$ cat src/sv/crfd_pkg.sv
// ----------------------------------------------------------------------------
// crfd_pkg
// Shared types, codes and constants of the capture file rotation decision.
// ----------------------------------------------------------------------------
package crfd_pkg;

  localparam int unsigned OffsetW  = 40;
  localparam int unsigned LenW     = 16;
  localparam int unsigned HdrW     = 16;
  localparam int unsigned FieldW   = 8;   // widest time field, also modulus width
  localparam int unsigned DivSteps = FieldW;
  localparam int unsigned StepCntW = $clog2(DivSteps);
  localparam int unsigned CfgIdxW  = 3;

  localparam logic [OffsetW-1:0] OffsetMax    = '1;
  localparam logic [OffsetW-1:0] SizeLimitRst = 40'd1073741824;
  localparam logic [HdrW-1:0]    HeaderRst    = 16'd24;
  localparam logic [7:0]         PeriodCntRst = 8'd1;

  typedef enum logic [CfgIdxW-1:0] {
    REG_STORE_EN,
    REG_SIZE_EN,
    REG_SIZE_LIMIT,
    REG_TIME_EN,
    REG_PERIOD_UNIT,
    REG_PERIOD_COUNT,
    REG_HEADER_BYTES
  } reg_idx_e;

  typedef enum logic [2:0] {
    UNIT_SEC,
    UNIT_MIN,
    UNIT_HOUR,
    UNIT_DAY,
    UNIT_MONTH,
    UNIT_YEAR
  } unit_e;

  typedef enum logic [1:0] {
    CAUSE_NONE,
    CAUSE_SIZE,
    CAUSE_TIME
  } cause_e;

  // Early outcome of the period check, or defer to the aligned compare.
  typedef enum logic [1:0] {
    NP_NO,
    NP_YES,
    NP_CMP
  } np_e;

  typedef enum logic [1:0] {
    S_IDLE,
    S_PREP,
    S_DIV,
    S_DONE
  } state_e;

  typedef struct packed {
    logic [7:0] year;
    logic [3:0] month;
    logic [4:0] day;
    logic [4:0] hour;
    logic [5:0] minute;
    logic [5:0] second;
  } wtime_t;

  typedef struct packed {
    logic capture;
    logic prep;
    logic step;
    logic commit;
  } cmd_t;

  typedef struct packed {
    logic div_last;
  } status_t;

endpackage

$ cat src/sv/crfd_rem.sv
// ----------------------------------------------------------------------------
// crfd_rem
// Restoring remainder lane: one quotient bit per step, MSB first.
// ----------------------------------------------------------------------------
module crfd_rem import crfd_pkg::*; (
  input  logic              clk_i,
  input  logic              load_i,
  input  logic              step_i,
  input  logic [FieldW-1:0] value_i,
  input  logic [FieldW-1:0] modulus_i,
  output logic [FieldW-1:0] rem_o
);

  logic [FieldW-1:0] value_q, value_d;
  logic [FieldW-1:0] rem_q, rem_d;
  logic [FieldW:0]   trial;
  logic [FieldW:0]   diff;

  assign trial = {rem_q, value_q[FieldW-1]};
  assign diff  = trial - {1'b0, modulus_i};

  always_comb begin
    value_d = value_q;
    rem_d   = rem_q;
    if (load_i) begin
      value_d = value_i;
      rem_d   = '0;
    end else if (step_i) begin
      value_d = {value_q[FieldW-2:0], 1'b0};
      // subtract when the trial remainder reaches the modulus
      rem_d   = diff[FieldW] ? trial[FieldW-1:0] : diff[FieldW-1:0];
    end
  end

  always_ff @(posedge clk_i) begin
    value_q <= value_d;
    rem_q   <= rem_d;
  end

  assign rem_o = rem_q;

endmodule

$ cat src/sv/crfd_dp.sv
// ----------------------------------------------------------------------------
// crfd_dp
// Datapath: configuration registers, file state, period check and result.
// ----------------------------------------------------------------------------
module crfd_dp import crfd_pkg::*; (
  input  logic               clk_i,
  input  logic               rst_ni,
  input  cmd_t               cmd_i,
  output status_t            status_o,
  input  logic               cfg_we_i,
  input  logic [CfgIdxW-1:0] cfg_idx_i,
  input  logic [OffsetW-1:0] cfg_wdata_i,
  input  logic [LenW-1:0]    pkt_len_i,
  input  wtime_t             now_i,
  output logic               rotated_o,
  output logic [1:0]         rotate_cause_o,
  output logic [OffsetW-1:0] write_offset_o
);

  // configuration
  logic               store_en_q, size_en_q, time_en_q;
  logic [OffsetW-1:0] size_limit_q;
  logic [2:0]         period_unit_q;
  logic [7:0]         period_cnt_q;
  logic [HdrW-1:0]    header_q;

  // file state
  logic [OffsetW-1:0] file_offset_q, file_offset_d;
  wtime_t             last_q, last_d;

  // captured item and prepared flags
  logic [LenW-1:0]    len_q;
  wtime_t             cur_q;
  np_e                np_kind_q, np_kind_d;
  logic               size_hit_q, size_hit_d;
  logic               later_q, later_d;
  logic [FieldW-1:0]  a_q, b_q, a_d, b_d;
  logic [StepCntW-1:0] cnt_q, cnt_d;

  // result registers
  logic               rotated_q;
  cause_e             cause_q, cause_d;
  logic [OffsetW-1:0] woff_q, woff_d;

  logic [FieldW-1:0]  modulus;
  logic [FieldW-1:0]  rem_a, rem_b;
  logic               same_y, same_mo, same_d, same_h, same_mi;
  logic               up_y, up_mo, up_d, up_h, up_mi;
  logic [FieldW-1:0]  align_a, align_b;
  logic               new_period;
  logic [OffsetW-1:0] base;
  logic [OffsetW:0]   sum;
  logic [OffsetW:0]   size_sum;

  function automatic logic later_than(input wtime_t x, input wtime_t y);
    logic r;
    if (x.year != y.year) begin
      r = x.year > y.year;
    end else if (x.month != y.month) begin
      r = x.month > y.month;
    end else if (x.day != y.day) begin
      r = x.day > y.day;
    end else if (x.hour != y.hour) begin
      r = x.hour > y.hour;
    end else if (x.minute != y.minute) begin
      r = x.minute > y.minute;
    end else begin
      r = x.second > y.second;
    end
    return r;
  endfunction

  // Configuration writes
  always_ff @(posedge clk_i or negedge rst_ni) begin
    if (!rst_ni) begin
      store_en_q    <= 1'b1;
      size_en_q     <= 1'b1;
      size_limit_q  <= SizeLimitRst;
      time_en_q     <= 1'b1;
      period_unit_q <= UNIT_DAY;
      period_cnt_q  <= PeriodCntRst;
      header_q      <= HeaderRst;
    end else if (cfg_we_i) begin
      case (cfg_idx_i)
        REG_STORE_EN:     store_en_q    <= cfg_wdata_i[0];
        REG_SIZE_EN:      size_en_q     <= cfg_wdata_i[0];
        REG_SIZE_LIMIT:   size_limit_q  <= cfg_wdata_i;
        REG_TIME_EN:      time_en_q     <= cfg_wdata_i[0];
        REG_PERIOD_UNIT:  period_unit_q <= cfg_wdata_i[2:0];
        REG_PERIOD_COUNT: period_cnt_q  <= cfg_wdata_i[7:0];
        REG_HEADER_BYTES: header_q      <= cfg_wdata_i[HdrW-1:0];
        default: ;
      endcase
    end
  end

  // Period check preparation: early decision and the unit values to align
  always_comb begin
    same_y  = last_q.year == cur_q.year;
    same_mo = same_y  && (last_q.month  == cur_q.month);
    same_d  = same_mo && (last_q.day    == cur_q.day);
    same_h  = same_d  && (last_q.hour   == cur_q.hour);
    same_mi = same_h  && (last_q.minute == cur_q.minute);
    up_y    = last_q.year < cur_q.year;
    up_mo   = up_y  || (last_q.month  < cur_q.month);
    up_d    = up_mo || (last_q.day    < cur_q.day);
    up_h    = up_d  || (last_q.hour   < cur_q.hour);
    up_mi   = up_h  || (last_q.minute < cur_q.minute);

    np_kind_d = NP_CMP;
    a_d       = '0;
    b_d       = '0;
    case (period_unit_q)
      UNIT_SEC: begin
        if (same_mi && (last_q.second == cur_q.second)) np_kind_d = NP_NO;
        else if (up_mi) np_kind_d = NP_YES;
        a_d = FieldW'(last_q.second);
        b_d = FieldW'(cur_q.second);
      end
      UNIT_MIN: begin
        if (same_mi) np_kind_d = NP_NO;
        else if (up_h) np_kind_d = NP_YES;
        a_d = FieldW'(last_q.minute);
        b_d = FieldW'(cur_q.minute);
      end
      UNIT_HOUR: begin
        if (same_h) np_kind_d = NP_NO;
        else if (up_d) np_kind_d = NP_YES;
        a_d = FieldW'(last_q.hour);
        b_d = FieldW'(cur_q.hour);
      end
      UNIT_DAY: begin
        if (same_d) np_kind_d = NP_NO;
        else if (up_mo) np_kind_d = NP_YES;
        // day of month counts from one; day zero aligns like day one
        a_d = (last_q.day != '0) ? FieldW'(last_q.day - 5'd1) : '0;
        b_d = (cur_q.day  != '0) ? FieldW'(cur_q.day  - 5'd1) : '0;
      end
      UNIT_MONTH: begin
        if (same_mo) np_kind_d = NP_NO;
        else if (up_y) np_kind_d = NP_YES;
        a_d = FieldW'(last_q.month);
        b_d = FieldW'(cur_q.month);
      end
      UNIT_YEAR: begin
        a_d = last_q.year;
        b_d = cur_q.year;
      end
      default: np_kind_d = NP_NO;
    endcase

    size_sum   = {1'b0, file_offset_q} + (OffsetW+1)'(len_q);
    size_hit_d = size_sum > {1'b0, size_limit_q};
    later_d    = later_than(cur_q, last_q);
  end

  assign modulus = (period_cnt_q == '0) ? FieldW'(1) : period_cnt_q;

  crfd_rem u_rem_a (
    .clk_i     (clk_i),
    .load_i    (cmd_i.prep),
    .step_i    (cmd_i.step),
    .value_i   (a_d),
    .modulus_i (modulus),
    .rem_o     (rem_a)
  );

  crfd_rem u_rem_b (
    .clk_i     (clk_i),
    .load_i    (cmd_i.prep),
    .step_i    (cmd_i.step),
    .value_i   (b_d),
    .modulus_i (modulus),
    .rem_o     (rem_b)
  );

  always_comb begin
    cnt_d = cnt_q;
    if (cmd_i.prep) cnt_d = '0;
    else if (cmd_i.step) cnt_d = cnt_q + StepCntW'(1);
  end

  assign status_o.div_last = cnt_q == StepCntW'(DivSteps - 1);

  // Decision and state update
  always_comb begin
    align_a    = a_q - rem_a;
    align_b    = b_q - rem_b;
    new_period = (np_kind_q == NP_YES) || ((np_kind_q == NP_CMP) && (align_b > align_a));

    cause_d = CAUSE_NONE;
    if (store_en_q) begin
      if (size_en_q && size_hit_q) cause_d = CAUSE_SIZE;
      else if (time_en_q && new_period) cause_d = CAUSE_TIME;
    end

    base = (cause_d != CAUSE_NONE) ? OffsetW'(header_q) : file_offset_q;
    sum  = {1'b0, base} + (OffsetW+1)'(len_q);

    file_offset_d = file_offset_q;
    woff_d        = '0;
    if (store_en_q) begin
      woff_d        = base;
      file_offset_d = sum[OffsetW] ? OffsetMax : sum[OffsetW-1:0];
    end

    last_d = later_q ? cur_q : last_q;
  end

  always_ff @(posedge clk_i or negedge rst_ni) begin
    if (!rst_ni) begin
      file_offset_q <= '0;
      last_q        <= '0;
      cnt_q         <= '0;
    end else begin
      cnt_q <= cnt_d;
      if (cmd_i.commit) begin
        file_offset_q <= file_offset_d;
        last_q        <= last_d;
      end
    end
  end

  always_ff @(posedge clk_i) begin
    if (cmd_i.capture) begin
      len_q <= pkt_len_i;
      cur_q <= now_i;
    end
    if (cmd_i.prep) begin
      np_kind_q  <= np_kind_d;
      size_hit_q <= size_hit_d;
      later_q    <= later_d;
      a_q        <= a_d;
      b_q        <= b_d;
    end
    if (cmd_i.commit) begin
      rotated_q <= cause_d != CAUSE_NONE;
      cause_q   <= cause_d;
      woff_q    <= woff_d;
    end
  end

  assign rotated_o      = rotated_q;
  assign rotate_cause_o = cause_q;
  assign write_offset_o = woff_q;

endmodule

$ cat src/sv/crfd_ctrl.sv
// ----------------------------------------------------------------------------
// crfd_ctrl
// Controller: sequences capture, preparation, remainder steps and commit.
// ----------------------------------------------------------------------------
module crfd_ctrl import crfd_pkg::*; (
  input  logic    clk_i,
  input  logic    rst_ni,
  input  logic    in_valid_i,
  output logic    in_stall_o,
  output logic    out_valid_o,
  input  logic    out_stall_i,
  input  status_t status_i,
  output cmd_t    cmd_o
);

  state_e state_q, state_d;
  logic   out_valid_q, out_valid_d;
  logic   out_free;

  assign out_free = !out_valid_q || !out_stall_i;

  always_comb begin
    state_d = state_q;
    case (state_q)
      S_IDLE: if (in_valid_i) state_d = S_PREP;
      S_PREP: state_d = S_DIV;
      S_DIV:  if (status_i.div_last) state_d = S_DONE;
      S_DONE: if (out_free) state_d = S_IDLE;
      default: state_d = S_IDLE;
    endcase
  end

  always_comb begin
    cmd_o      = '0;
    in_stall_o = 1'b1;
    case (state_q)
      S_IDLE: begin
        in_stall_o    = 1'b0;
        cmd_o.capture = in_valid_i;
      end
      S_PREP: cmd_o.prep = 1'b1;
      S_DIV:  cmd_o.step = 1'b1;
      S_DONE: cmd_o.commit = out_free;
      default: ;
    endcase
    out_valid_d = cmd_o.commit || (out_valid_q && out_stall_i);
  end

  always_ff @(posedge clk_i or negedge rst_ni) begin
    if (!rst_ni) begin
      state_q     <= S_IDLE;
      out_valid_q <= 1'b0;
    end else begin
      state_q     <= state_d;
      out_valid_q <= out_valid_d;
    end
  end

  assign out_valid_o = out_valid_q;

endmodule

$ cat src/sv/capture_file_rotation_decision.sv
// Items are taken one at a time: the 8-step remainder unit aligns the
//   time periods down by the period count while the input stays stalled.
// The output register holds a result while the next item is taken and worked.
// Reset: asynchronous, active low; clears the file offset and the last write
//   time and loads the documented register defaults. No clearing pass.
// ----------------------------------------------------------------------------
// capture_file_rotation_decision
// Decides per captured packet whether a new capture file starts (size limit
// or new local time period) and the offset at which the packet is written.
// ----------------------------------------------------------------------------
module capture_file_rotation_decision import crfd_pkg::*; (
  input  logic               clk_i,
  input  logic               rst_ni,

  // configuration write port
  input  logic               cfg_we_i,
  input  logic [CfgIdxW-1:0] cfg_idx_i,
  input  logic [OffsetW-1:0] cfg_wdata_i,

  // input item: one captured packet
  input  logic               in_valid_i,
  output logic               in_stall_o,
  input  logic [LenW-1:0]    pkt_len_i,
  input  logic [7:0]         now_year_i,
  input  logic [3:0]         now_month_i,
  input  logic [4:0]         now_day_i,
  input  logic [4:0]         now_hour_i,
  input  logic [5:0]         now_minute_i,
  input  logic [5:0]         now_second_i,

  // result item
  output logic               out_valid_o,
  input  logic               out_stall_i,
  output logic               rotated_o,
  output logic [1:0]         rotate_cause_o,
  output logic [OffsetW-1:0] write_offset_o
);

  cmd_t    cmd;
  status_t status;
  wtime_t  now;

  // Pack the broken-down time fields into one word for the datapath.
  assign now.year   = now_year_i;
  assign now.month  = now_month_i;
  assign now.day    = now_day_i;
  assign now.hour   = now_hour_i;
  assign now.minute = now_minute_i;
  assign now.second = now_second_i;

  // Controller: one item at a time, capture -> prepare -> 8 steps -> commit.
  crfd_ctrl u_ctrl (
    .clk_i       (clk_i),
    .rst_ni      (rst_ni),
    .in_valid_i  (in_valid_i),
    .in_stall_o  (in_stall_o),
    .out_valid_o (out_valid_o),
    .out_stall_i (out_stall_i),
    .status_i    (status),
    .cmd_o       (cmd)
  );

  // Datapath: registers, file state, period alignment and the result register.
  crfd_dp u_dp (
    .clk_i          (clk_i),
    .rst_ni         (rst_ni),
    .cmd_i          (cmd),
    .status_o       (status),
    .cfg_we_i       (cfg_we_i),
    .cfg_idx_i      (cfg_idx_i),
    .cfg_wdata_i    (cfg_wdata_i),
    .pkt_len_i      (pkt_len_i),
    .now_i          (now),
    .rotated_o      (rotated_o),
    .rotate_cause_o (rotate_cause_o),
    .write_offset_o (write_offset_o)
  );

`ifndef SYNTHESIS
  // The rotated flag agrees with the cause code of the same result.
  a_rotated_cause: assert property (@(posedge clk_i) disable iff (!rst_ni)
    out_valid_o |-> (rotated_o == (rotate_cause_o != CAUSE_NONE)))
    else $error("rotated flag disagrees with rotate cause");

  // Only the three defined cause codes ever leave the block.
  a_cause_code: assert property (@(posedge clk_i) disable iff (!rst_ni)
    out_valid_o |-> (rotate_cause_o == CAUSE_NONE || rotate_cause_o == CAUSE_SIZE ||
                     rotate_cause_o == CAUSE_TIME))
    else $error("undefined rotate cause code");

  // An accepted item keeps the input side stalled while it is worked.
  a_busy_after_accept: assert property (@(posedge clk_i) disable iff (!rst_ni)
    (in_valid_i && !in_stall_o) |=> in_stall_o)
    else $error("input taken again while an item is in flight");
`endif

endmodule
$ cat config.mk
export PLATFORM = sky130hd
export DESIGN_NAME = capture_file_rotation_decision
export DESIGN_NICKNAME = d
export VERILOG_FILES = /design/src/sv/crfd_pkg.sv /design/src/sv/crfd_rem.sv /design/src/sv/crfd_dp.sv /design/src/sv/crfd_ctrl.sv /design/src/sv/capture_file_rotation_decision.sv
export SDC_FILE = /design/constraint.sdc
export NUM_CORES = 1
export LEC_CHECK = 0
export ABC_AREA = 1
export BUFFER_PORTS_ARGS = -buffer_cell sky130_fd_sc_hd__buf_2
export CAP_MARGIN = 20
export CORE_ASPECT_RATIO = 1.4
export CORE_MARGIN = 8
export CORE_UTILIZATION = 30
export DETAILED_ROUTE_END_ITERATION = 10
export PLACE_DENSITY = 0.47
export SYNTH_ARGS = -nofsm -noshare
export SYNTH_HDL_FRONTEND = slang
export SYNTH_HIERARCHICAL = 1
export SYNTH_SLANG_ARGS = --single-unit
$ cat constraint.sdc
create_clock -name clk_i -period 7.2 [get_ports clk_i]
set_input_delay 1.44 -clock clk_i [delete_from_list [all_inputs] [get_ports clk_i]]
set_output_delay 1.44 -clock clk_i [all_outputs]
set_load 0.02 [all_outputs]
==> Yosys cells after proc, flatten, opt, wreduce, memory -nomap -nowiden <==
Index checks and enable logic that the tools add are counted.
{ "word_totals": {"output_inout_bits": 45, "word_cells": 168, "register_bits": 295, "in_bits": 98} }
{ "op_classes": {"order_cmp": 13, "n_reduce_logical": 36, "eq_ne": 31, "mux": 43, "add_sub_neg": 9} }
{ "op_table": {"columns": ["op", "count"], "rows": [
  ["$pmux W8 S6", 2],
  ["$add A40 B16 Y41", 2],
  ["$mux W40", 2],
  ["$mux W8", 9],
  ["$gt A41 B40 Y1", 1],
  ["$mux W2", 16],
  ["$eq A3 B3 Y1 const B", 6],
  ["$reduce_and A2 Y1", 9],
  ["$sub A9 B8 Y9", 2],
  ["$gt A8 B8 Y1", 2],
  ["$sub A8 B8 Y8", 2],
  ["$eq A3 B2 Y1 const B", 4],
  ["$eq A6 B6 Y1", 2],
  ["$gt A6 B6 Y1", 2],
  ["$pmux W2 S6", 1],
  ["$sub A5 B1 Y6 const B", 2],
  ["$eq A5 B5 Y1", 2],
  ["$gt A5 B5 Y1", 2],
  ["$lt A5 B5 Y1", 2],
  ["$mux W1", 10],
  ["$ne A5 B5 Y1", 2],
  ["$reduce_bool A5 Y1", 2],
  ["$logic_and A1 B1 Y1", 9],
  ["$eq A8 B8 Y1", 1],
  ["23 further kinds", 38]
]} }

==> Depth between registers and ports, before layout <==
Gate-level depths: netlist of run 1.
{ "logic_depth": {"depth_word": 12, "mapped_depth": 42, "depth_no_buf": 39} }

==> By module <==
Netlist of run 1, hierarchy kept.
{ "modules_own_cells": {"columns": ["module", "cells_per_inst", "instances", "seq_area_each_um2", "area_per_inst_um2"], "rows": [
  ["crfd_dp", 1794, 1, 7083.0, 15716.3],
  ["crfd_rem", 182, 2, 400.4, 1187.4],
  ["crfd_ctrl", 32, 1, 75.1, 251.5]
]} }

==> Least setup slack after synthesis of run 1 <==
OpenSTA, ideal clock, no wires.
{ "synth_path": {"kind": "in2reg", "start": "input out_stall_i", "end": "register u_dp.file_offset_q[37]", "t_arrival_ns": 5.040, "setup_ns": 0.113, "n_path_buf": 1, "stages": 9, "required_ns": 7.087, "path_slack_ns": 2.047, "path_cell_list": "a21oi_1 -> nand2_1 -> clkinv_1 -> nand2_4 -> inv_4 -> buf_6 -> nand3_2 -> nand2_1 -> inv_1"} }
{ "synth_between": {"elab_chain_cells": 4} }
{ "synth_rtl": {"columns": ["item", "line_no", "source"], "rows": [
  ["start, declared", "capture_file_rotation_decision.sv:33", "input logic out_stall_i,"],
  ["$logic_not A1 Y1", "crfd_ctrl.sv:20", "assign out_free = !out_valid_q || !out_stall_i;"],
  ["$logic_or A1 B1 Y1", "crfd_ctrl.sv:20", null],
  ["$mux W1", "crfd_ctrl.sv:36", "case (state_q)"],
  ["$reduce_and A2 Y1 (no source line)", null, null],
  ["end signal, assigned", "crfd_dp.sv:218", "file_offset_q <= file_offset_d;"],
  ["end, declared", "crfd_dp.sv:28", "logic [OffsetW-1:0] file_offset_q, file_offset_d;"]
]} }
Every way passes these cells.
A chain may end at the register's enable or synchronous reset.

==> Worst setup path after layout of run 1 <==
{ "layout_path": {"start": "register u_dp.u_rem_b.rem_q[2] (netlist: u_dp/u_rem_b/rem_o[2])", "end": "register u_dp.file_offset_q[31]"} }
{ "layout_between": {"elab_chain_cells": 12} }
{ "layout_rtl": {"columns": ["item", "line_no", "source"], "rows": [
  ["start, declared", "crfd_rem.sv:15", "logic [FieldW-1:0] rem_q, rem_d;"],
  ["start signal, assigned", "crfd_rem.sv:37", "rem_q <= rem_d;"],
  ["$sub A8 B8 Y8", "crfd_dp.sv:188", "align_b = b_q - rem_b;"],
  ["$gt A8 B8 Y1", "crfd_dp.sv:189", "new_period = (np_kind_q == NP_YES) || ((np_kind_q == NP_CMP) && (align_b > align_a));"],
  ["$logic_and A1 B1 Y1", "crfd_dp.sv:189", null],
  ["$logic_or A1 B1 Y1", "crfd_dp.sv:189", null],
  ["$logic_and A1 B1 Y1", "crfd_dp.sv:194", "else if (time_en_q && new_period) cause_d = CAUSE_TIME;"],
  ["$mux W2", "crfd_dp.sv:194", null],
  ["$mux W2", "crfd_dp.sv:193", "if (size_en_q && size_hit_q) cause_d = CAUSE_SIZE;"],
  ["$mux W2", "crfd_dp.sv:192", "if (store_en_q) begin"],
  ["$reduce_bool A2 Y1", "crfd_dp.sv:197", "base = (cause_d != CAUSE_NONE) ? OffsetW'(header_q) : file_offset_q;"],
  ["$mux W40", "crfd_dp.sv:197", null],
  ["named net u_dp.base[0]", "crfd_dp.sv:51", "logic [OffsetW-1:0] base;"],
  ["$add A40 B16 Y41", "crfd_dp.sv:198", "sum = {1'b0, base} + (OffsetW+1)'(len_q);"],
  ["$mux W40", "crfd_dp.sv:204", "file_offset_d = sum[OffsetW] ? OffsetMax : sum[OffsetW-1:0];"]
]} }
The timed path passes the listed nets, and every way through them passes these cells.

==> run metrics, run 1 <==
Worst Path Required=7.68 ns; Slew @ Worst Pin=0.9065 ns; R2R setup slack=1.10 ns; initial drt markers=820; hold endpoint=u_dp/last_q[18]$_DFFE_PN0P_; most frequent cells after synthesis=448 x nand2_1, 383 x inv_1, 166 x nor2_1; Core Rows=107; worst hold start=u_dp/last_q[18]$_DFFE_PN0P_; EDFF count, synth=129; Post-Syn Instances=2190; fin crit share=84.70%; DR vias/cell=4.662; startpoint types=register; footprint of the multi-input gates=8670 sq um; grt ovf=0; Crit path largest cell delay=0.39 ns; Clock Path Buffers=3; CTS Buf Count=36; DRT Pass-1 Iters=5; IO Port Bufs=142; post-CTS repair timing setup buffer count=0; setup TNS=0 ns; Die Height=308.6 um; Lkg Pwr=0.01014 uW; Yosys top cell area share=21.12%; origin of the critical flop-to-flop path=u_dp/u_rem_b/rem_o[2]$_SDFFE_PP0P_; Clock Latency Late Sink=0.55 ns; Synth area leader=edfxtp_1; syn_area_per_cell=8.376 sq um; drt wl/cell=17.59 um; clk slew on worst S/H paths=0.06 ns; global-route wire length before repair=87410 um; Placeable Area=60650 sq um; Async S/R FF share, synth=50.85%; Synth area leaders=edfxtp_1 21%, dfrtp_1 19%, ha_1 10%; vias in the first global route=15367; Hold Crit Depth=2; setup violators final=0; H-tree depth=2; Util after Layout=35.09%; Mapped Area=18340 sq um; HP Class=register to register; Total GRT Usage=16.09%; FF+latch area=7959 sq um; number of synthesized register bits=295; Tmin final=6.098 ns; clock sinks=295; CTS tree=yes; routed via count=14821; cells on worst reg2reg path=37; Worst Setup End Kind=register; DRC errors left=0; FF-to-FF End=u_dp/file_offset_q[31]$_DFFE_PN0P_; Net Count, Synth=2447; Die Area=69420 sq um; DRT Wirelength=55920 um; dpl cell area=19960 sq um; pwr dens=469.1 nW/um^2; Post-CTS Hold Buffers=0; crit path DAT=6.58 ns; hpwl dp=43970 um; Max Cap Viol=0; Root Driver=clkbuf_16; Hold Fails Final Rpt=0; status=completed; fin nets=2591; Starting Density=30.24%; Final ANT Viol Nets=0; Antenna diodes=0; CP max-delay cell=fa_1; Max VDD drop=214.3 uV; Slew Limit Fails=0; fmax=164.0 MHz; Setup WS post-layout=1.102 ns; ys flop type=dfrtp_1; final instance area=21280 sq um; top-count cell post-synth=nand2_1; Top Ports=143; antenna violations before repair=0; post-CTS sizing=0; critical setup path kind=register to register; Layout area overhead=16.02%; FILL cells=6403; Final GP Congestion=0.9125; crit-path max FO=39; Worst Clk Skew=0.02293 ns; DIE WIDTH=225.0 um; share of layout cells above drive strength 1=14.18%; RSZ-0062 raised after global routing=no; Synth cell types=61; Yosys warnings=6; Rel. slew slack=39.57%; Place WS=1.134 ns; largest net degree at the start of global routing=69; Seq/Total Area, Yosys=43.39%
## kinds of logic after synthesis
| logic type | count (synthesis) | share of synthesized area, % |
|---|---|---|
| adder cells (fa/ha/maj) | 159 | 11.09 |
| buffers and inverters | 452 | 9.447 |
| XOR/XNOR | 78 | 3.724 |
| flip-flops | 295 | 43.39 |
| AND/OR/NAND/NOR | 833 | 20.05 |
| AO/OA/AOI/OAI | 373 | 12.29 |
## cell type report
class	instances	share of cell area, %
multi-input cells	1443	40.74
clock buffers	53	5.215
flip-flops and latches	295	37.40
repair buffers	154	3.980
clock inverters	13	0.7173
well taps	817	4.803
inverters	404	7.149
## cells in the final DEF, fill, tap and decap left out, types with 7 or more instances in the layout
cell type  count
dfstp_2        9
xnor2_1       20
clkbuf_1       7
a221oi_1       7
buf_2        141
o22ai_1       13
buf_4         10
nor3_1        27
a21oi_1      138
nor2_2        12
nand3_1       88
clkbuf_16     40
ha_1         152
edfxtp_1     129
o221ai_1       9
nor4_1         9
xor2_1        58
nor2_1       166
a22oi_2       14
nand4_1       30
inv_1        382
dfxtp_1       16
o21ai_0      134
o21ai_1        9
nand2_2       21
nand2_1      446
nand3_2        7
dfrtp_1      141
inv_2         18
## critical path, delay by kind of cell, from the launching register on
kind / cells / cell delay [ns]
compound gates: 9 / 1.63
flops: 1 / 0.38
buf+inv: 6 / 0.64
fa+ha+maj: 4 / 1.32
simple gates: 17 / 1.88
xor+xnor: 1 / 0.14
## worst max-delay path by stage
| stage | endpoint | depth (start not counted) | from | slack, ns |
|---|---|---|---|---|
| final | u_dp/file_offset_q[31]$_DFFE_PN0P_ | 37 | u_dp/u_rem_b/rem_o[2]$_SDFFE_PP0P_ | 1.10 |
| after global routing | u_dp/file_offset_q[31]$_DFFE_PN0P_ | 37 | u_dp/u_rem_b/rem_o[2]$_SDFFE_PP0P_ | 0.49 |
| after CTS | u_dp/file_offset_q[31]$_DFFE_PN0P_ | 37 | u_dp/u_rem_b/rem_o[2]$_SDFFE_PP0P_ | 1.10 |
| after detailed placement | u_dp/file_offset_q[29]$_DFFE_PN0P_ | 37 | u_dp/u_rem_b/rem_o[2]$_SDFFE_PP0P_ | 1.13 |
| after global placement | u_dp/file_offset_q[29]$_DFFE_PN0P_ | 37 | u_dp/u_rem_b/rem_o[2]$_SDFFE_PP0P_ | 1.29 |
| after floorplan | u_dp/file_offset_q[37]$_DFFE_PN0P_ | 9 | out_stall_i | 2.05 |
## power by group
group | switching, uW | internal, uW
sequential | 382 | 2430
combinational | 3440 | 1810
clock | 764 | 1160
total | 4590 | 5400
## registers in the layout (all words and copies together) (netlist names), 2 cells and up
register / count
u_dp/rotate_cause_o: 2
u_dp/header_q: 16
u_dp/u_rem_b/rem_o: 8
u_ctrl/state_q: 2
u_dp/file_offset_q: 40
u_dp/b_q: 8
u_dp/size_limit_q: 40
u_dp/last_q: 34
u_dp/np_kind_q: 2
u_dp/u_rem_a/value_q: 8
u_dp/a_q: 8
u_dp/period_unit_q: 3
u_dp/len_q: 16
u_dp/write_offset_o: 40
u_dp/u_rem_a/rem_o: 8
u_dp/u_rem_b/value_q: 8
u_dp/period_cnt_q: 8
u_dp/cnt_q: 3
u_dp/cur_q: 34
## per-layer routing
layer  vias to the layer above  GRT usage, %  share of wire (%)
li1                       7474             -                  -
met4                         0         6.613                4.0
met2                       298         29.68                 51
met5                         -             0                  0
met3                        98         2.407                3.6
met1                      6951         18.32                 41
## per-stage QoR
step,std cells,hold WS (ns),total power (uW)
after floorplan,2190,0.4530,6573
after global placement,3111,0.4673,8067
after detailed placement,3111,0.4756,8113
after CTS,3177,0.4899,10110
after global routing,3179,0.5152,10890
final,3179,0.4843,9984
Note: power is estimated with default switching activity, not from simulation.
==> inputs of run 2 (changes only) <==
--- a/config.mk
+++ b/config.mk
@@ -12,7 +12,7 @@
 export CORE_MARGIN = 8
 export CORE_UTILIZATION = 30
 export DETAILED_ROUTE_END_ITERATION = 10
-export PLACE_DENSITY = 0.47
+export PLACE_DENSITY = 0.48
 export SYNTH_ARGS = -nofsm -noshare
 export SYNTH_HDL_FRONTEND = slang
 export SYNTH_HIERARCHICAL = 1
==> constraint.sdc (replaced) <==
create_clock -name clk_i -period 5.1 [get_ports clk_i]
set_input_delay 1.02 -clock clk_i [delete_from_list [all_inputs] [get_ports clk_i]]
set_output_delay 1.02 -clock clk_i [all_outputs]
set_load 0.02 [all_outputs]
==> run metrics, run 2 (synthesized netlist as in run 1, its figures left out) <==
final hold slack=0.4858 ns; Top Ports=143; Hold Fails Final Rpt=0; largest net degree at the start of global routing=81; Crit path largest cell delay=0.41 ns; crit-path max FO=6; share of layout cells above drive strength 1=18.34%; Die Height=308.6 um; fmax=203.3 MHz; Rel. slew slack=33.66%; Post-CTS Hold Buffers=0; Final GP Congestion=0.9215; critical setup path kind=register to register; Slew @ Worst Pin=0.9926 ns; DRT Pass-1 Iters=5; setup violators final=0; Clock Path Buffers=3; Placeable Area=60650 sq um; DR vias/cell=4.687; Antenna diodes=0; commonest non-fill, non-tap cell in the layout=nand2_1; vias in the first global route=15783; cell family with most CP delay=compound AO/OA/AOI/OAI gates; grt ovf=0; pwr dens=664.9 nW/um^2; DIE WIDTH=225.0 um; Final Total Pwr=14670 uW; dpl cell area=20430 sq um; Total GRT Usage=16.01%; Core Rows=107; Lkg Pwr=0.01054 uW; CTS tree=yes; Starting Density=30.24%; Slew Limit Fails=0; global-route wire length before repair=87240 um; Worst Path Buf+Inv=5; Tmin final=4.919 ns; fin crit share=96.45%; Worst Clk Skew=0.03975 ns; Worst Setup End Kind=register; DRT Wirelength=56260 um; Clock Latency Late Sink=0.55 ns; Layout area overhead=20.29%; fin nets=2664; hpwl dp=43650 um; most frequent CP cell=a21oi_2; final instance area=22060 sq um; startpoint types=register; R2R setup slack=0.18 ns; RSZ-0062 raised after global routing=yes; crit path DAT=5.37 ns; Root Driver=clkbuf_16; setup TNS=0 ns; status=completed; drt wl/cell=17.32 um; Die Area=69420 sq um; CTS Buf Count=35; DRC errors left=0; most frequent cells in the layout=440 x nand2_1, 380 x inv_1, 162 x nor2_1, 148 x ha_1; Final ANT Viol Nets=0; antenna violations before repair=2; clock sinks=295; HP Class=input port to asynchronous set/reset pin; CP max-delay cell=edfxtp_1; Max VDD drop=288.0 uV; IO Port Bufs=142; clk slew on worst S/H paths=0.06 ns; routed via count=15229; Max Cap Viol=0; Worst Path Required=5.56 ns; initial drt markers=825; H-tree depth=2
## run 2: cell count changes in the layout (fill, tap and decap cells not counted), sizes merged
| cell | delta |
|---|---|
| buf | +70 |
| bufinv | +1 |
| clkbuf | -3 |
| clkinv | +7 |
| clkinvlp | -2 |
| inv | -4 |
| nand2 | +1 |
## run 2: worst paths after layout
check	startpoint	end	cells after the start
min reg2reg	u_dp/last_q[32]$_DFFE_PN0P_	u_dp/last_q[32]$_DFFE_PN0P_	2
min	rst_ni	u_dp/size_limit_q[21]$_DFFE_PN0P_	1
max	u_dp/a_q[2]$_DFFE_PP_	u_dp/file_offset_q[23]$_DFFE_PN0P_	36
min in group clk_i	u_dp/last_q[32]$_DFFE_PN0P_	u_dp/last_q[32]$_DFFE_PN0P_	2
max reg2reg	u_dp/a_q[2]$_DFFE_PP_	u_dp/file_offset_q[23]$_DFFE_PN0P_	36
max in group asynchronous	rst_ni	u_dp/cnt_q[0]$_DFFE_PN0P_	2
## run 2: final cells by class
cell class,instances,area [sq um]
Fill cell,6260,38580
Multi-Input combinational cell,1444,8910
Sequential cell,295,7961
Inverter,404,1531
Timing Repair Buffer,227,1503
Tap cell,817,1022
Clock buffer,47,972.2
Clock inverter,15,165.2
## run 2: stage by stage
step                      instances  utilization (%)  worst slack, ns
after floorplan                2190                -          0.05692
after global placement         3165            33.65         -0.08033
after detailed placement       3166            33.69          -0.1571
after CTS                      3234            35.74         0.003674
after global routing           3249            36.38         -0.09981
final                          3249            36.38           0.1810
## run 2: worst register-to-register path, delay by kind of cell (launching register included)
| kind | cells | cell delay, ns |
|---|---|---|
| compound gates | 12 | 1.42 |
| simple gates | 14 | 1.30 |
| fa+ha+maj | 4 | 1.08 |
| buf+inv | 5 | 0.45 |
| flops | 1 | 0.41 |
| xor+xnor | 1 | 0.16 |
## run 2: power by group
group	switching (uW)	internal [uW]	leakage (uW)	total, uW
Clock	1040	1500	0.000555	2540
Sequential	526	3440	0.00308	3960
Combinational	5040	3130	0.00690	8170
Total	6610	8060	0.0105	14700
## run 2: repair_timing
item,CTS,global route
hold endpoints to repair,0,0
gates cloned,0,4
pin swaps,3,27
resized for setup,18,65
endpoints found under the setup margin,38,40
setup buffers,6,11
## run 2: routing by layer
metal | GRT usage (%) | vias up | wire, um
met4 | 9.401 | 2 | 3146
li1 | - | 7631 | -
met3 | 2.332 | 127 | 2473
met5 | 0 | - | 12
met2 | 28.44 | 370 | 28090
met1 | 18.08 | 7099 | 22540
==> inputs of run 3 (changes only) <==
--- a/config.mk
+++ b/config.mk
@@ -5,7 +5,6 @@
 export SDC_FILE = /design/constraint.sdc
 export NUM_CORES = 1
 export LEC_CHECK = 0
-export ABC_AREA = 1
 export BUFFER_PORTS_ARGS = -buffer_cell sky130_fd_sc_hd__buf_2
 export CAP_MARGIN = 20
 export CORE_ASPECT_RATIO = 1.4
==> run metrics, run 3 <==
syn_area_per_cell=9.999 sq um; internal power=9579 uW; routed via count=14510; DRT Wirelength=55480 um; Max VDD drop=395.0 uV; startpoint types=register; most frequent cells after synthesis=177 x nand2_1, 153 x ha_1, 148 x inv_1; Seq/Total Area, Yosys=44.05%; commonest non-fill, non-tap cell in the layout=nand2_1; Final Total Pwr=16250 uW; EDFF count, synth=129; crit-path max FO=8; initial drt markers=755; Final GP Congestion=0.8643; Psw=6670 uW; Die Height=306.4 um; drt wl/cell=19.31 um; Top Ports=143; Hold Crit Depth=1; fin nets=2347; Total GRT Usage=16.01%; Worst Setup End Kind=register; fmax=183.1 MHz; footprint of the multi-input gates=9722 sq um; pwr dens=717.9 nW/um^2; Yosys warnings=6; clock sinks=295; DR vias/cell=5.050; Async S/R FF share, synth=50.85%; clk slew on worst S/H paths=0.06 ns; Max Cap Viol=0; Lkg Pwr=0.009799 uW; dpl cell area=20450 sq um; largest net degree at the start of global routing=86; Worst Path Buf+Inv=4; Slew @ Worst Pin=0.9827 ns; CTS tree=yes; failing checks=negative setup slack; sw frac=41.05%; Post-Syn Instances=1807; Rel. slew slack=34.49%; Core Rows=106; critical setup path kind=register to register; hpwl dp=41170 um; share of layout cells above drive strength 1=28.17%; Synth cell types=86; cells on worst reg2reg path=27; Clock Path Buffers=3; cell family with most CP delay=compound AO/OA/AOI/OAI gates; Worst Path Required=5.53 ns; Post-CTS Hold Buffers=0; H-tree depth=2; Starting Density=30.27%; Layout area overhead=25.27%; setup violators final=41; Comb power frac=59.2%; Root Driver=clkbuf_16; DRC errors left=0; crit path DAT=5.89 ns; HP Class=register to register; top-count cell post-synth=nand2_1; final instance area=22630 sq um; DIE WIDTH=223.4 um; vias in the first global route=15220; global-route wire length before repair=86750 um; CP max-delay cell=a221o_2; Synth area leader=edfxtp_1; Worst Clk Skew=0.01485 ns; Synth area leaders=edfxtp_1 21%, dfrtp_1 20%, ha_1 11%; dpl cells=2755; number of synthesized register bits=295; Crit path largest cell delay=0.51 ns; setup TNS=-9.000 ns; Net Count, Synth=2064; Tmin final=5.461 ns; fin crit share=107.1%; Clock Latency Late Sink=0.54 ns; antenna violations before repair=2; ys flop type=dfrtp_1; DRT Pass-1 Iters=5; Yosys top cell area share=21.44%; FF+latch area=7961 sq um; RSZ-0062 raised after global routing=yes; Clk network pwr share=15.8%; Placeable Area=59680 sq um; Hold Fails Final Rpt=0; Final ANT Viol Nets=0; FILL cells=5962; Die Area=68450 sq um; share of power burned in registers=25.0%; Util after Layout=37.92%; grt ovf=0; Mapped Area=18070 sq um; Setup WS post-layout=-0.3608 ns; status=complete, but fails checks; IO Port Bufs=142; CTS Buf Count=34; Post-Layout Cell Count=2873; number of stages on the worst setup path=27; most frequent cells in the layout=165 x nand2_1, 162 x buf_4, 144 x inv_1, 141 x buf_2, 141 x dfrtp_1; Slew Limit Fails=0
==> run 3: cell count changes after synthesis, sizes merged, moves of 42 or more <==
cell	before	now
mux2	0	76
nor2	179	89
nand3	95	46
and3	1	43
nand2	472	181
inv	402	149
==> run 3: area by class of cell <==
type / instances / share of cell area (%)
multi-input combinational: 1282 / 42.95
sequential: 295 / 35.17
timing repair buffer: 328 / 10.03
clock buffer: 45 / 4.411
tap: 756 / 4.179
inverter: 149 / 2.504
clock inverter: 17 / 0.7352
antenna: 1 / 0.01106
==> run 3: per-stage QoR <==
| step | hold WS, ns | setup slack [ns] |
|---|---|---|
| floorplan | 0.4725 | -0.002728 |
| global placement | 0.4894 | -0.4366 |
| detailed placement | 0.4951 | -0.5433 |
| CTS | 0.5080 | -0.1966 |
| global route | 0.5138 | -0.6467 |
| finish | 0.5070 | -0.3608 |
==> run 3: per-layer routing <==
layer,vias to the layer above,track usage [%],routed length [um]
met4,2,6.104,2099
met5,-,0,13
met3,105,2.828,2096
li1,7074,-,-
met1,7035,16.97,21250
met2,294,30.92,30020
==> run 3: cell families (layout without fill, tap and decap cells) <==
logic type	count (synthesis)	in the layout	share of synthesized area [%]
and+or+nand+nor	524	525	14.36
muxes	89	89	5.754
buffers and inverters	231	539	5.166
other	0	1	0
adders and majority gates	159	159	11.26
AOI/OAI and AO/OA	435	435	15.82
DFF	295	295	44.05
xor gates and xnor gates	74	74	3.587
==> run 3: final timing paths <==
path	end	start	slack, ns
worst max-delay path	u_dp/file_offset_q[19]$_DFFE_PN0P_	u_dp/a_q[1]$_DFFE_PP_	-0.36
worst min-delay path	u_dp/last_q[24]$_DFFE_PN0P_	u_dp/last_q[24]$_DFFE_PN0P_	0.51
worst max register to register	u_dp/file_offset_q[19]$_DFFE_PN0P_	u_dp/a_q[1]$_DFFE_PP_	-0.36
worst min register to register	u_dp/last_q[24]$_DFFE_PN0P_	u_dp/last_q[24]$_DFFE_PN0P_	0.51
max in group asynchronous	u_dp/header_q[4]$_DFFE_PN1P_	rst_ni	3.43
min in group asynchronous	u_ctrl/state_q[0]$_DFFE_PN0P_	rst_ni	0.59
==> run 3: repair_timing <==
action                                  4_1_cts  5_1_grt
endpoints found under the setup margin       41       66
buffers inserted                             51        7
resized for setup                            94       35
pin swaps                                    40       16
cloned                                        3        0
==> run 3: power by group through the flow <==
stage               registers, uW  clock network [uW]  logic [uW]
floorplan                    3970                   0        5530
global placement             4090                   0        8070
detailed placement           4110                   0        8210
CTS                          4070                2650        9380
global route                 4170                2740       10700
finish                       4060                2560        9620
